File: config.mk
export PLATFORM = sky130hd
export DESIGN_NAME = damped_euler_motion_step_unit
export DESIGN_NICKNAME = d
export VERILOG_FILES = /design/src/rtl/demstep_pkg.sv /design/src/rtl/demstep_mul.sv /design/src/rtl/damped_euler_motion_step_unit.sv
export SDC_FILE = /design/constraint.sdc
export NUM_CORES = 2
export LEC_CHECK = 0
export ABC_CLOCK_PERIOD_IN_PS = 11200
export BUFFER_PORTS_ARGS = -buffer_cell sky130_fd_sc_hd__buf_2
export CAP_MARGIN = 20
export CORE_ASPECT_RATIO = 0.5
export CORE_MARGIN = 3
export CORE_UTILIZATION = 56
export CTS_BUF_LIST = sky130_fd_sc_hd__clkbuf_16
export DETAILED_ROUTE_END_ITERATION = 12
export PLACE_DENSITY = 0.79
export SYNTH_ARGS = -nofsm -noshare
export SYNTH_HDL_FRONTEND = slang
export SYNTH_SLANG_ARGS = --single-unit
File: constraint.sdc
create_clock -name clk_i -period 11.2 [get_ports clk_i]
set_clock_uncertainty 0.05 [all_clocks]
set_input_delay 1.12 -clock clk_i [delete_from_list [all_inputs] [get_ports clk_i]]
set_output_delay 1.12 -clock clk_i [all_outputs]
set_load 0.05 [all_outputs]
File: src/rtl/demstep_pkg.sv
// shared types, register indexes and saturation helper for the damped euler motion step
// no dependencies
`timescale 1ns / 1ps

package demstep_pkg;

  // fixed field widths
  localparam int unsigned VecW   = 32;
  localparam int unsigned StepW  = 16;
  localparam int unsigned CfgW   = 16;
  localparam int unsigned CfgIdxW = 1;

  // packed beat widths, padded to whole bytes
  localparam int unsigned InDataW  = 152;  // 145 bits of fields
  localparam int unsigned OutDataW = 200;  // 193 bits of fields

  // configuration register indexes
  localparam logic [CfgIdxW-1:0] CFG_DRAG = 1'b0;
  localparam logic [CfgIdxW-1:0] CFG_THR  = 1'b1;

  localparam logic [CfgW-1:0] DRAG_RESET = 16'd256;
  localparam logic [CfgW-1:0] THR_RESET  = 16'd1;

  // shared multiplier operand and product
  typedef logic signed [VecW:0]       op_t;
  typedef logic signed [2*VecW+1:0]   prod_t;
  typedef logic signed [VecW-1:0]     vec_t;

  // clamp a wide signed value to the 32 bit signed range
  function automatic vec_t sat32(prod_t v);
    vec_t r;
    if (v[2*VecW+1:VecW-1] == '0 || v[2*VecW+1:VecW-1] == '1) begin
      r = v[VecW-1:0];
    end else if (v[2*VecW+1]) begin
      r = {1'b1, {(VecW-1){1'b0}}};
    end else begin
      r = {1'b0, {(VecW-1){1'b1}}};
    end
    return r;
  endfunction

endpackage

File: src/rtl/demstep_mul.sv
// registered signed 33x33 multiplier shared by every step of the integrator
// depends on demstep_pkg
`timescale 1ns / 1ps

module demstep_mul (
  input  logic               clk_i,
  input  demstep_pkg::op_t   a_i,
  input  demstep_pkg::op_t   b_i,
  output demstep_pkg::prod_t p_o
);
  import demstep_pkg::*;

  prod_t p_q;

  always_ff @(posedge clk_i) begin
    p_q <= prod_t'(a_i) * prod_t'(b_i);
  end

  assign p_o = p_q;

endmodule

File: src/rtl/damped_euler_motion_step_unit.sv
// top level of the damped euler motion step: sequencer, state and stream ports
// depends on demstep_pkg and demstep_mul
`timescale 1ns / 1ps

// 2d body integrator, explicit euler with linear drag, signed q16.16 state.
// input beats on s_axis: tuser is the action (0 tick, 1 load), tdata the rest.
// result beats on m_axis: one per input beat, held until m_axis_tready.
// config: cfg_we_i writes cfg_data_i into register cfg_idx_i
// (0 drag coefficient q8.8, 1 rest threshold); write only while idle.
// sequencing: a load beat, or a tick while the body rests, goes from accept
// to the done state, then into the output register once that is free.
// a moving tick runs 11 products through the one shared multiplier, one
// issue per cycle with the previous product consumed in the same cycle,
// then goes to the done state and on to the output register the same way.
// s_axis_tready is high only while idle; the block can accept the next beat
// while the previous result still waits, and stalls before writing a new
// result until the output register is free.
// reset: velocity and acceleration zero, body at rest, drag 1.0,
// threshold 1, no result pending.
module damped_euler_motion_step_unit (
  input  logic                              clk_i,
  input  logic                              rst_ni,
  // config write port
  input  logic                              cfg_we_i,
  input  logic [demstep_pkg::CfgIdxW-1:0]   cfg_idx_i,
  input  logic [demstep_pkg::CfgW-1:0]      cfg_data_i,
  // input stream
  input  logic                              s_axis_tvalid,
  output logic                              s_axis_tready,
  // time_step[15:0], colliding[16], vel_x_in[48:17], vel_y_in[80:49],
  // acc_x_in[112:81], acc_y_in[144:113], zero pad above
  input  logic [demstep_pkg::InDataW-1:0]   s_axis_tdata,
  // action[0]
  input  logic                              s_axis_tuser,
  // output stream
  output logic                              m_axis_tvalid,
  input  logic                              m_axis_tready,
  // delta_x[31:0], delta_y[63:32], vel_x_out[95:64], vel_y_out[127:96],
  // acc_x_out[159:128], acc_y_out[191:160], at_rest[192], zero pad above
  output logic [demstep_pkg::OutDataW-1:0]  m_axis_tdata
);
  import demstep_pkg::*;

  typedef enum logic [1:0] {
    ST_IDLE,
    ST_RUN,
    ST_DONE
  } state_e;

  // sequencer steps: the product issued in a step is consumed in the next
  localparam logic [3:0] STEP_VX_DT = 4'd0;
  localparam logic [3:0] STEP_VY_DT = 4'd1;
  localparam logic [3:0] STEP_AX_DT = 4'd2;
  localparam logic [3:0] STEP_AY_DT = 4'd3;
  localparam logic [3:0] STEP_VX_DR = 4'd4;
  localparam logic [3:0] STEP_VY_DR = 4'd5;
  localparam logic [3:0] STEP_THR2  = 4'd6;
  localparam logic [3:0] STEP_VX2   = 4'd7;
  localparam logic [3:0] STEP_VY2   = 4'd8;
  localparam logic [3:0] STEP_AX2   = 4'd9;
  localparam logic [3:0] STEP_AY2   = 4'd10;
  localparam logic [3:0] STEP_LAST  = 4'd11;

  state_e state_q;
  logic [3:0] step_q;

  logic [CfgW-1:0] drag_q, thr_q;

  vec_t vel_x_q, vel_y_q, acc_x_q, acc_y_q;
  logic resting_q;

  // per tick working registers
  logic [StepW-1:0] dt_q;
  logic             coll_q;
  vec_t             dx_q, dy_q;
  logic [VecW-1:0]  tt_q;
  logic [2*VecW-1:0] msum_q;
  logic             vz_q;

  logic                m_valid_q;
  logic [OutDataW-1:0] m_data_q;

  // input field views
  logic             in_load;
  logic [StepW-1:0] in_dt;
  logic             in_coll;
  vec_t             in_vx, in_vy, in_ax, in_ay;

  assign in_load = s_axis_tuser;
  assign in_dt   = s_axis_tdata[15:0];
  assign in_coll = s_axis_tdata[16];
  assign in_vx   = s_axis_tdata[48:17];
  assign in_vy   = s_axis_tdata[80:49];
  assign in_ax   = s_axis_tdata[112:81];
  assign in_ay   = s_axis_tdata[144:113];

  // shared multiplier
  op_t   op_a, op_b;
  prod_t prod;
  op_t   dt_op, drag_neg;

  demstep_mul u_mul (
    .clk_i (clk_i),
    .a_i   (op_a),
    .b_i   (op_b),
    .p_o   (prod)
  );

  assign dt_op    = op_t'({{(VecW+1-StepW){1'b0}}, dt_q});
  assign drag_neg = -$signed({{(VecW+1-CfgW){1'b0}}, drag_q});

  always_comb begin
    unique case (step_q)
      STEP_VX_DT: begin op_a = op_t'(vel_x_q); op_b = dt_op; end
      STEP_VY_DT: begin op_a = op_t'(vel_y_q); op_b = dt_op; end
      STEP_AX_DT: begin op_a = op_t'(acc_x_q); op_b = dt_op; end
      STEP_AY_DT: begin op_a = op_t'(acc_y_q); op_b = dt_op; end
      STEP_VX_DR: begin op_a = op_t'(vel_x_q); op_b = drag_neg; end
      STEP_VY_DR: begin op_a = op_t'(vel_y_q); op_b = drag_neg; end
      STEP_THR2: begin
        op_a = op_t'({{(VecW+1-CfgW){1'b0}}, thr_q});
        op_b = op_t'({{(VecW+1-CfgW){1'b0}}, thr_q});
      end
      STEP_VX2:   begin op_a = op_t'(vel_x_q); op_b = op_t'(vel_x_q); end
      STEP_VY2:   begin op_a = op_t'(vel_y_q); op_b = op_t'(vel_y_q); end
      STEP_AX2:   begin op_a = op_t'(acc_x_q); op_b = op_t'(acc_x_q); end
      STEP_AY2:   begin op_a = op_t'(acc_y_q); op_b = op_t'(acc_y_q); end
      default:    begin op_a = '0; op_b = '0; end
    endcase
  end

  // product views: arithmetic shift right is floor division
  prod_t p_sh16, p_sh8;
  logic [2*VecW-1:0] sq, msum_next;
  logic below;

  assign p_sh16    = prod >>> 16;
  assign p_sh8     = prod >>> 8;
  assign sq        = prod[2*VecW-1:0];
  assign msum_next = msum_q + sq;
  assign below     = msum_next < {{VecW{1'b0}}, tt_q};

  assign s_axis_tready = (state_q == ST_IDLE);

  // output register takes a new result when empty or drained this cycle
  logic out_load;
  assign out_load = (state_q == ST_DONE) && (!m_valid_q || m_axis_tready);

  // config registers
  always_ff @(posedge clk_i or negedge rst_ni) begin
    if (!rst_ni) begin
      drag_q <= DRAG_RESET;
      thr_q  <= THR_RESET;
    end else if (cfg_we_i) begin
      unique case (cfg_idx_i)
        CFG_DRAG: drag_q <= cfg_data_i;
        CFG_THR:  thr_q  <= cfg_data_i;
        default:  ;
      endcase
    end
  end

  // body state and sequencer
  always_ff @(posedge clk_i or negedge rst_ni) begin
    if (!rst_ni) begin
      state_q   <= ST_IDLE;
      step_q    <= STEP_VX_DT;
      vel_x_q   <= '0;
      vel_y_q   <= '0;
      acc_x_q   <= '0;
      acc_y_q   <= '0;
      resting_q <= 1'b1;
      m_valid_q <= 1'b0;
    end else begin
      if (out_load) begin
        m_valid_q <= 1'b1;
      end else if (m_axis_tready) begin
        m_valid_q <= 1'b0;
      end
      unique case (state_q)
        ST_IDLE: begin
          if (s_axis_tvalid) begin
            dx_q   <= '0;
            dy_q   <= '0;
            dt_q   <= in_dt;
            coll_q <= in_coll;
            step_q <= STEP_VX_DT;
            if (in_load) begin
              vel_x_q   <= in_vx;
              vel_y_q   <= in_vy;
              acc_x_q   <= in_ax;
              acc_y_q   <= in_ay;
              resting_q <= (in_vx == '0) && (in_vy == '0) &&
                           (in_ax == '0) && (in_ay == '0);
              state_q   <= ST_DONE;
            end else if (resting_q) begin
              // resting body: tick changes nothing
              state_q <= ST_DONE;
            end else begin
              state_q <= ST_RUN;
            end
          end
        end
        ST_RUN: begin
          step_q <= step_q + 4'd1;
          // consume the product issued in the previous step
          unique case (step_q)
            STEP_VY_DT: dx_q <= p_sh16[VecW-1:0];
            STEP_AX_DT: dy_q <= p_sh16[VecW-1:0];
            STEP_AY_DT: vel_x_q <= sat32(prod_t'(vel_x_q) + p_sh16);
            STEP_VX_DR: vel_y_q <= sat32(prod_t'(vel_y_q) + p_sh16);
            STEP_VY_DR: acc_x_q <= sat32(p_sh8);
            STEP_THR2:  acc_y_q <= sat32(p_sh8);
            STEP_VX2:   tt_q    <= prod[VecW-1:0];
            STEP_VY2:   msum_q  <= sq;
            STEP_AX2: begin
              // velocity magnitude test
              vz_q <= below;
              if (below) begin
                vel_x_q <= '0;
                vel_y_q <= '0;
              end
            end
            STEP_AY2:   msum_q  <= sq;
            STEP_LAST: begin
              // acceleration magnitude test, then settle rest flag
              if (below) begin
                acc_x_q <= '0;
                acc_y_q <= '0;
              end
              resting_q <= vz_q && below && !coll_q;
              state_q   <= ST_DONE;
            end
            default: ;
          endcase
        end
        ST_DONE: begin
          if (out_load) begin
            state_q <= ST_IDLE;
          end
        end
        default: state_q <= ST_IDLE;
      endcase
    end
  end

  // output payload register
  always_ff @(posedge clk_i) begin
    if (out_load) begin
      m_data_q <= {{(OutDataW - 6*VecW - 1){1'b0}}, resting_q,
                   acc_y_q, acc_x_q, vel_y_q, vel_x_q, dy_q, dx_q};
    end
  end

  assign m_axis_tvalid = m_valid_q;
  assign m_axis_tdata  = m_data_q;

endmodule

# ---- Word-level counts from Yosys, hierarchy flattened
# Index checks and enable logic that the tools add are counted.
dict set report word_totals {
  reg_bits 605
  input_bits 175
  out_inout_bits 202
  wordCells 144
}
dict set report classes {
  addsub 5
  mul 1
  magnitude_cmp 1
  n_eq_ne 28
  n_mux 44
  bitwise_logic 1
  n_reduce_logical 45
}
# op n
set ops {}
lappend ops {{32-bit case mux with 2 select lines} 10}
lappend ops {{32-bit 2-to-1 mux} 18}
lappend ops {{33-bit case mux with 7 select lines} 1}
lappend ops {{33-bit case mux with 5 select lines} 1}
lappend ops {{32-bit zero test} 4}
lappend ops {{35-bit equality test, second input constant} 3}
lappend ops {{35-bit zero test} 3}
lappend ops {{32-bit by 50-bit adder with 51-bit output} 2}
lappend ops {{33-bit by 33-bit multiplier with 66-bit output} 1}
lappend ops {{64-bit adder} 1}
lappend ops {{64-bit by 32-bit less-than comparator with 1-bit output} 1}
lappend ops {{16-bit negation with 33-bit output} 1}
lappend ops {{5-bit AND reduction} 4}
lappend ops {{4-bit by 3-bit equality test with 1-bit output, second input constant} 4}
lappend ops {{4-bit equality test, second input constant} 4}
lappend ops {{3-bit AND reduction} 5}
lappend ops {{4-bit AND reduction} 3}
lappend ops {{2-bit 2-to-1 mux} 5}
lappend ops {{4-bit by 2-bit equality test with 1-bit output, second input constant} 2}
lappend ops {{4-bit case mux with 2 select lines} 1}
lappend ops {{2-bit OR reduction} 4}
lappend ops {{1-bit logical AND} 6}
lappend ops {{2-bit by 1-bit inequality test with 1-bit output, second input constant} 3}
lappend ops {{2-bit inequality test, second input constant} 3}
lappend ops {{other kinds (20)} 35}

# ---- Depth between registers and ports, before layout
dict set report logic_depth {
  depth_word 7
  ltp_mapped 41
  ltp_nobuf 39
}

# ---- Cells and area by module
# A second synthesis with hierarchy kept.
dict set report unflattened {
  cells_unflattened 7843
  hier_area_um2 75054.5
}
# module n_inst cells_per_inst area_per_inst_um2 seq_area_each_um2
set modules_own_cells {}
lappend modules_own_cells {demstep_mul 1 4326 40447.5 1321.3}
lappend modules_own_cells {damped_euler_motion_step_unit 1 3517 34606.9 15348.5}

# ---- Worst setup path before layout
# OpenSTA, ideal clock, no wires.
dict set report synth_path {
  path_kind {input to register}
  from {input m_axis_tready}
  to {register m_data_q[0] (netlist: m_axis_tdata[0]), enable pin}
  setup_time_ns 0.771
  arrival_ns 9.707
  required_time_ns 10.379
  setup_slack_ns 0.673
  cell_stages 2
  n_path_buf 0
  path_cell_list {nand2b_1 > nor2b_1}
}
dict set report synth_between {
  elab_chain_len 2
}
# item line
set synth_lines {}
lappend synth_lines {{start, declared} damped_euler_motion_step_unit.sv:37} ;# input logic m_axis_tready,
lappend synth_lines {{1-bit logical OR} damped_euler_motion_step_unit.sv:147} ;# assign out_load = (state_q == ST_DONE) && (!m_valid_q || m_axis_tready);
lappend synth_lines {{1-bit logical AND} damped_euler_motion_step_unit.sv:147}
lappend synth_lines {{named net out_load} damped_euler_motion_step_unit.sv:146} ;# logic out_load;
lappend synth_lines {{end signal, assigned} damped_euler_motion_step_unit.sv:250} ;# m_data_q <= {{(OutDataW - 6*VecW - 1){1'b0}}, resting_q,
lappend synth_lines {{end, declared} damped_euler_motion_step_unit.sv:81} ;# logic [OutDataW-1:0] m_data_q;
# The timed path passes the listed nets, and every way through them passes these cells.
# A chain may end at the register's enable or synchronous reset.

# ---- Worst setup path after layout
dict set report layout_path {
  from {register step_q[0]}
  to {register u_mul.p_q[65] (netlist: u_mul.p_o[65])}
}
dict set report layout_between {
  elab_chain_len 4
  word_cells_on_any_way 20
  classes_between {mul: 1; eq/ne: 10; mux: 2; reduce/logical: 7}
}
# item line
set layout_lines {}
lappend layout_lines {{start, declared} damped_euler_motion_step_unit.sv:65} ;# logic [3:0] step_q;
lappend layout_lines {{start signal, assigned} damped_euler_motion_step_unit.sv:205} ;# step_q <= step_q + 4'd1;
lappend layout_lines {{4-bit by 2-bit equality test with 1-bit output (tied with other cells)} damped_euler_motion_step_unit.sv:113} ;# unique case (step_q)
lappend layout_lines {{4-bit OR reduction (no line) (tied with other cells)} n/a}
lappend layout_lines {{33-bit case mux with 7 select lines / 33-bit case mux with 5 select lines (equally long branches)} damped_euler_motion_step_unit.sv:113}
lappend layout_lines {{33-bit by 33-bit multiplier with 66-bit output (*)} demstep_mul.sv:16} ;# p_q <= prod_t'(a_i) * prod_t'(b_i);
lappend layout_lines {{end signal, assigned} demstep_mul.sv:16}
lappend layout_lines {{end, declared} demstep_mul.sv:13} ;# prod_t p_q;
# Every way passes the cells marked *; elsewhere a longest branch is shown, timed or not.

==> reports/results.tsv <==
metric	value	unit
setup_ws	0.345	ns
synthesis.area	72200	um^2
clock-root-buffer	clkbuf_16	
hold_path_class	flop to flop	
worst-slew-pin-transition	1.22	ns
dp_hpwl	211	mm
slew_viol_final	0	
die_h	260	um
worstSetupEndpointType	flop	
cp.required	11.68	ns
synthFlopType	edfxtp_1	
groute.usage.overall	38.5	%
grt_pass1_vias	59600	
synth_top_area_share	31.2	%
area_delta_synth_final	9.53	%
dp_worst_setup_slack	0.307	ns
critPathMaxFanout	17	
rows	92	
async_flop_share	27.8	%
arrival	11.33	ns
route.detailed.drc	0	
ys_warn_count	0	
synth_edf_count	371	
wirelength	258	mm
syn_inst	7518	
min_period	10.85	ns
dieArea	134000	um^2
vias_per_cell	6.25	
nNetsFinal	9558	
port_buffers	362	
path_clk_slew	0.07	ns
ctsLongestPathBuffers	3	
synth_common_cells	1251 x inv_1, 1125 x fa_1, 834 x nand2_1, 640 x nor2_1, 417 x ha_1	
cts_tree	yes	
path_common_cell	fa_1	
fin_crit_sh	96.9	%
clkSinkCount	605	
start_util	56.9	%
yosysMostFrequentCell	inv_1	
ant_nets	0	
fmax	0.0921	GHz
grt_max_degree	77	
slowest_stage	fa_2	
max_stage_delay	0.74	ns
grt_pass1_wl	379	mm
synth.area.top_cells	fa_1 31%, edfxtp_1 15%, ha_1 7.2%, inv_1 6.5%, dfrtp_1 5.7%	
crit_type	flop to flop	
avgSynthCellArea	9.61	um^2
relSlewSlack	17.9	%
clkLatencyLatePin	0.69	ns
place.gp.congestion	1.06	
final_util	62.3	%
via_count	60000	
ioPinCount	377	
htreeDepth	2	
drive_gt1_share	11.6	%
start_kind	flop	
hold_viol	0	
setup_viol	0	
status	completed	
drt_iter0_drc	7353	
core	127000	um^2
drtPass1Iterations	10	
cts_buffers	60	
hold_slack	0.361	ns
ys_ff_latch	605	
wire_per_inst	26.9	um
synth_top_area_cell	fa_1	
die_w	514	um
ys_seq_area_share	23.1	%
ys_types	100	
antenna_found_initial	19	
fin_tns_setup	0	ns
overflow	0	
cap_viol_max_count	0	
## cell families (layout without fill, tap and decap cells)
family,count (synthesis),count (layout),share of synthesized area (%)
other cells,1,13,0.00519
buf+inv,1639,2008,8.72
mux,133,133,1.95
simple gates,2123,2123,13.3
xor+xnor,216,216,2.62
flops,605,605,23.1
compound gates,1259,1259,11.9
fa+ha+maj,1542,1542,38.4
## placed cells by master, fill, tap and decap left out, types with 32 or more instances in the layout
cell / n
a211oi_1: 37
dfxtp_1: 66
fa_1: 1124
a22o_1: 55
mux2_2: 63
a21oi_1: 367
nor3_1: 56
nor2_1: 635
xnor2_1: 154
mux2i_1: 69
a21o_1: 125
nor2b_1: 32
and3_1: 44
and2_1: 81
a221o_1: 49
buf_2: 362
inv_1: 1269
nand2_1: 832
ha_1: 417
o21a_1: 41
o21bai_1: 36
o21ai_0: 154
nand2b_1: 75
xor2_1: 62
a22oi_1: 54
nor3b_1: 33
edfxtp_1: 371
nor4_1: 65
nand3_1: 91
clkbuf_16: 61
a31oi_1: 32
dfrtp_1: 165
nand4_1: 78
buf_4: 272
## repair_timing
item,in CTS,in global routing
endpoints found under the hold margin,0,0
hold buffers,0,0
setup buffers,0,2
setup endpoints to repair,0,9
gates resized for setup,0,7
## critical path: cells and delay by family, from the launching register on
family	cells	cell delay (ns)
buffers and inverters	6	1.05
AO/OA/AOI/OAI	13	3.38
flip-flops	1	0.43
adder cells (fa/ha/maj)	10	5.16
XOR/XNOR	1	0.12
AND/OR/NAND/NOR	3	0.47
## cell type report
type                    instances  area [um^2]
diodes                          6         15.0
multi-input cells            5280        49700
fillers                     10500        47900
clock inverters                53          412
clock buffers                  61         1530
inverters                    1251         4700
well taps                    1692         2120
repair buffers                643         4010
flip-flops and latches        605        16700
## path summary, 6_finish.rpt
kind	from	end	slack, ns	cells past startpoint
setup / recovery	step_q[0]	u_mul.p_o[65]	0.35	33
hold / removal	dx_q[6]	m_axis_tdata[6]	0.36	0
setup reg to reg	step_q[0]	u_mul.p_o[65]	0.35	33
hold reg to reg	dx_q[6]	m_axis_tdata[6]	0.36	0
max in group asynchronous	rst_ni	acc_y_q[5]	9.25	2
min in group asynchronous	rst_ni	vel_y_q[17]	0.48	1
## registers in the layout, summed over array words and instances, names as in the netlist, 2 cells and up
name / flops
dx_q: 32
state_q: 2
m_axis_tdata: 193
vel_x_q: 32
dt_q: 16
msum_q: 64
vel_y_q: 32
u_mul.p_o: 66
thr_q: 16
step_q: 4
tt_q: 32
acc_x_q: 32
acc_y_q: 32
dy_q: 32
drag_q: 16
## routing by layer
metal	vias to the layer above	share of wire (%)	track usage (%)
met3	847	15	14.8
met2	3954	41	54.9
met1	29900	37	50.9
li1	25300	-	-
met4	4	6.7	20.7
met5	-	0.0097	0.180
## stage by stage
stage	cell area (um^2)	std cells
final	79100	9591
after global routing	79100	9585
after CTS	79000	9580
after detailed placement	77100	9466
after global placement	77100	9466
after floorplan	72200	7524
Power is not shown: default switching activity piles up to over one toggle a cycle in this logic, so the estimate is an artifact.
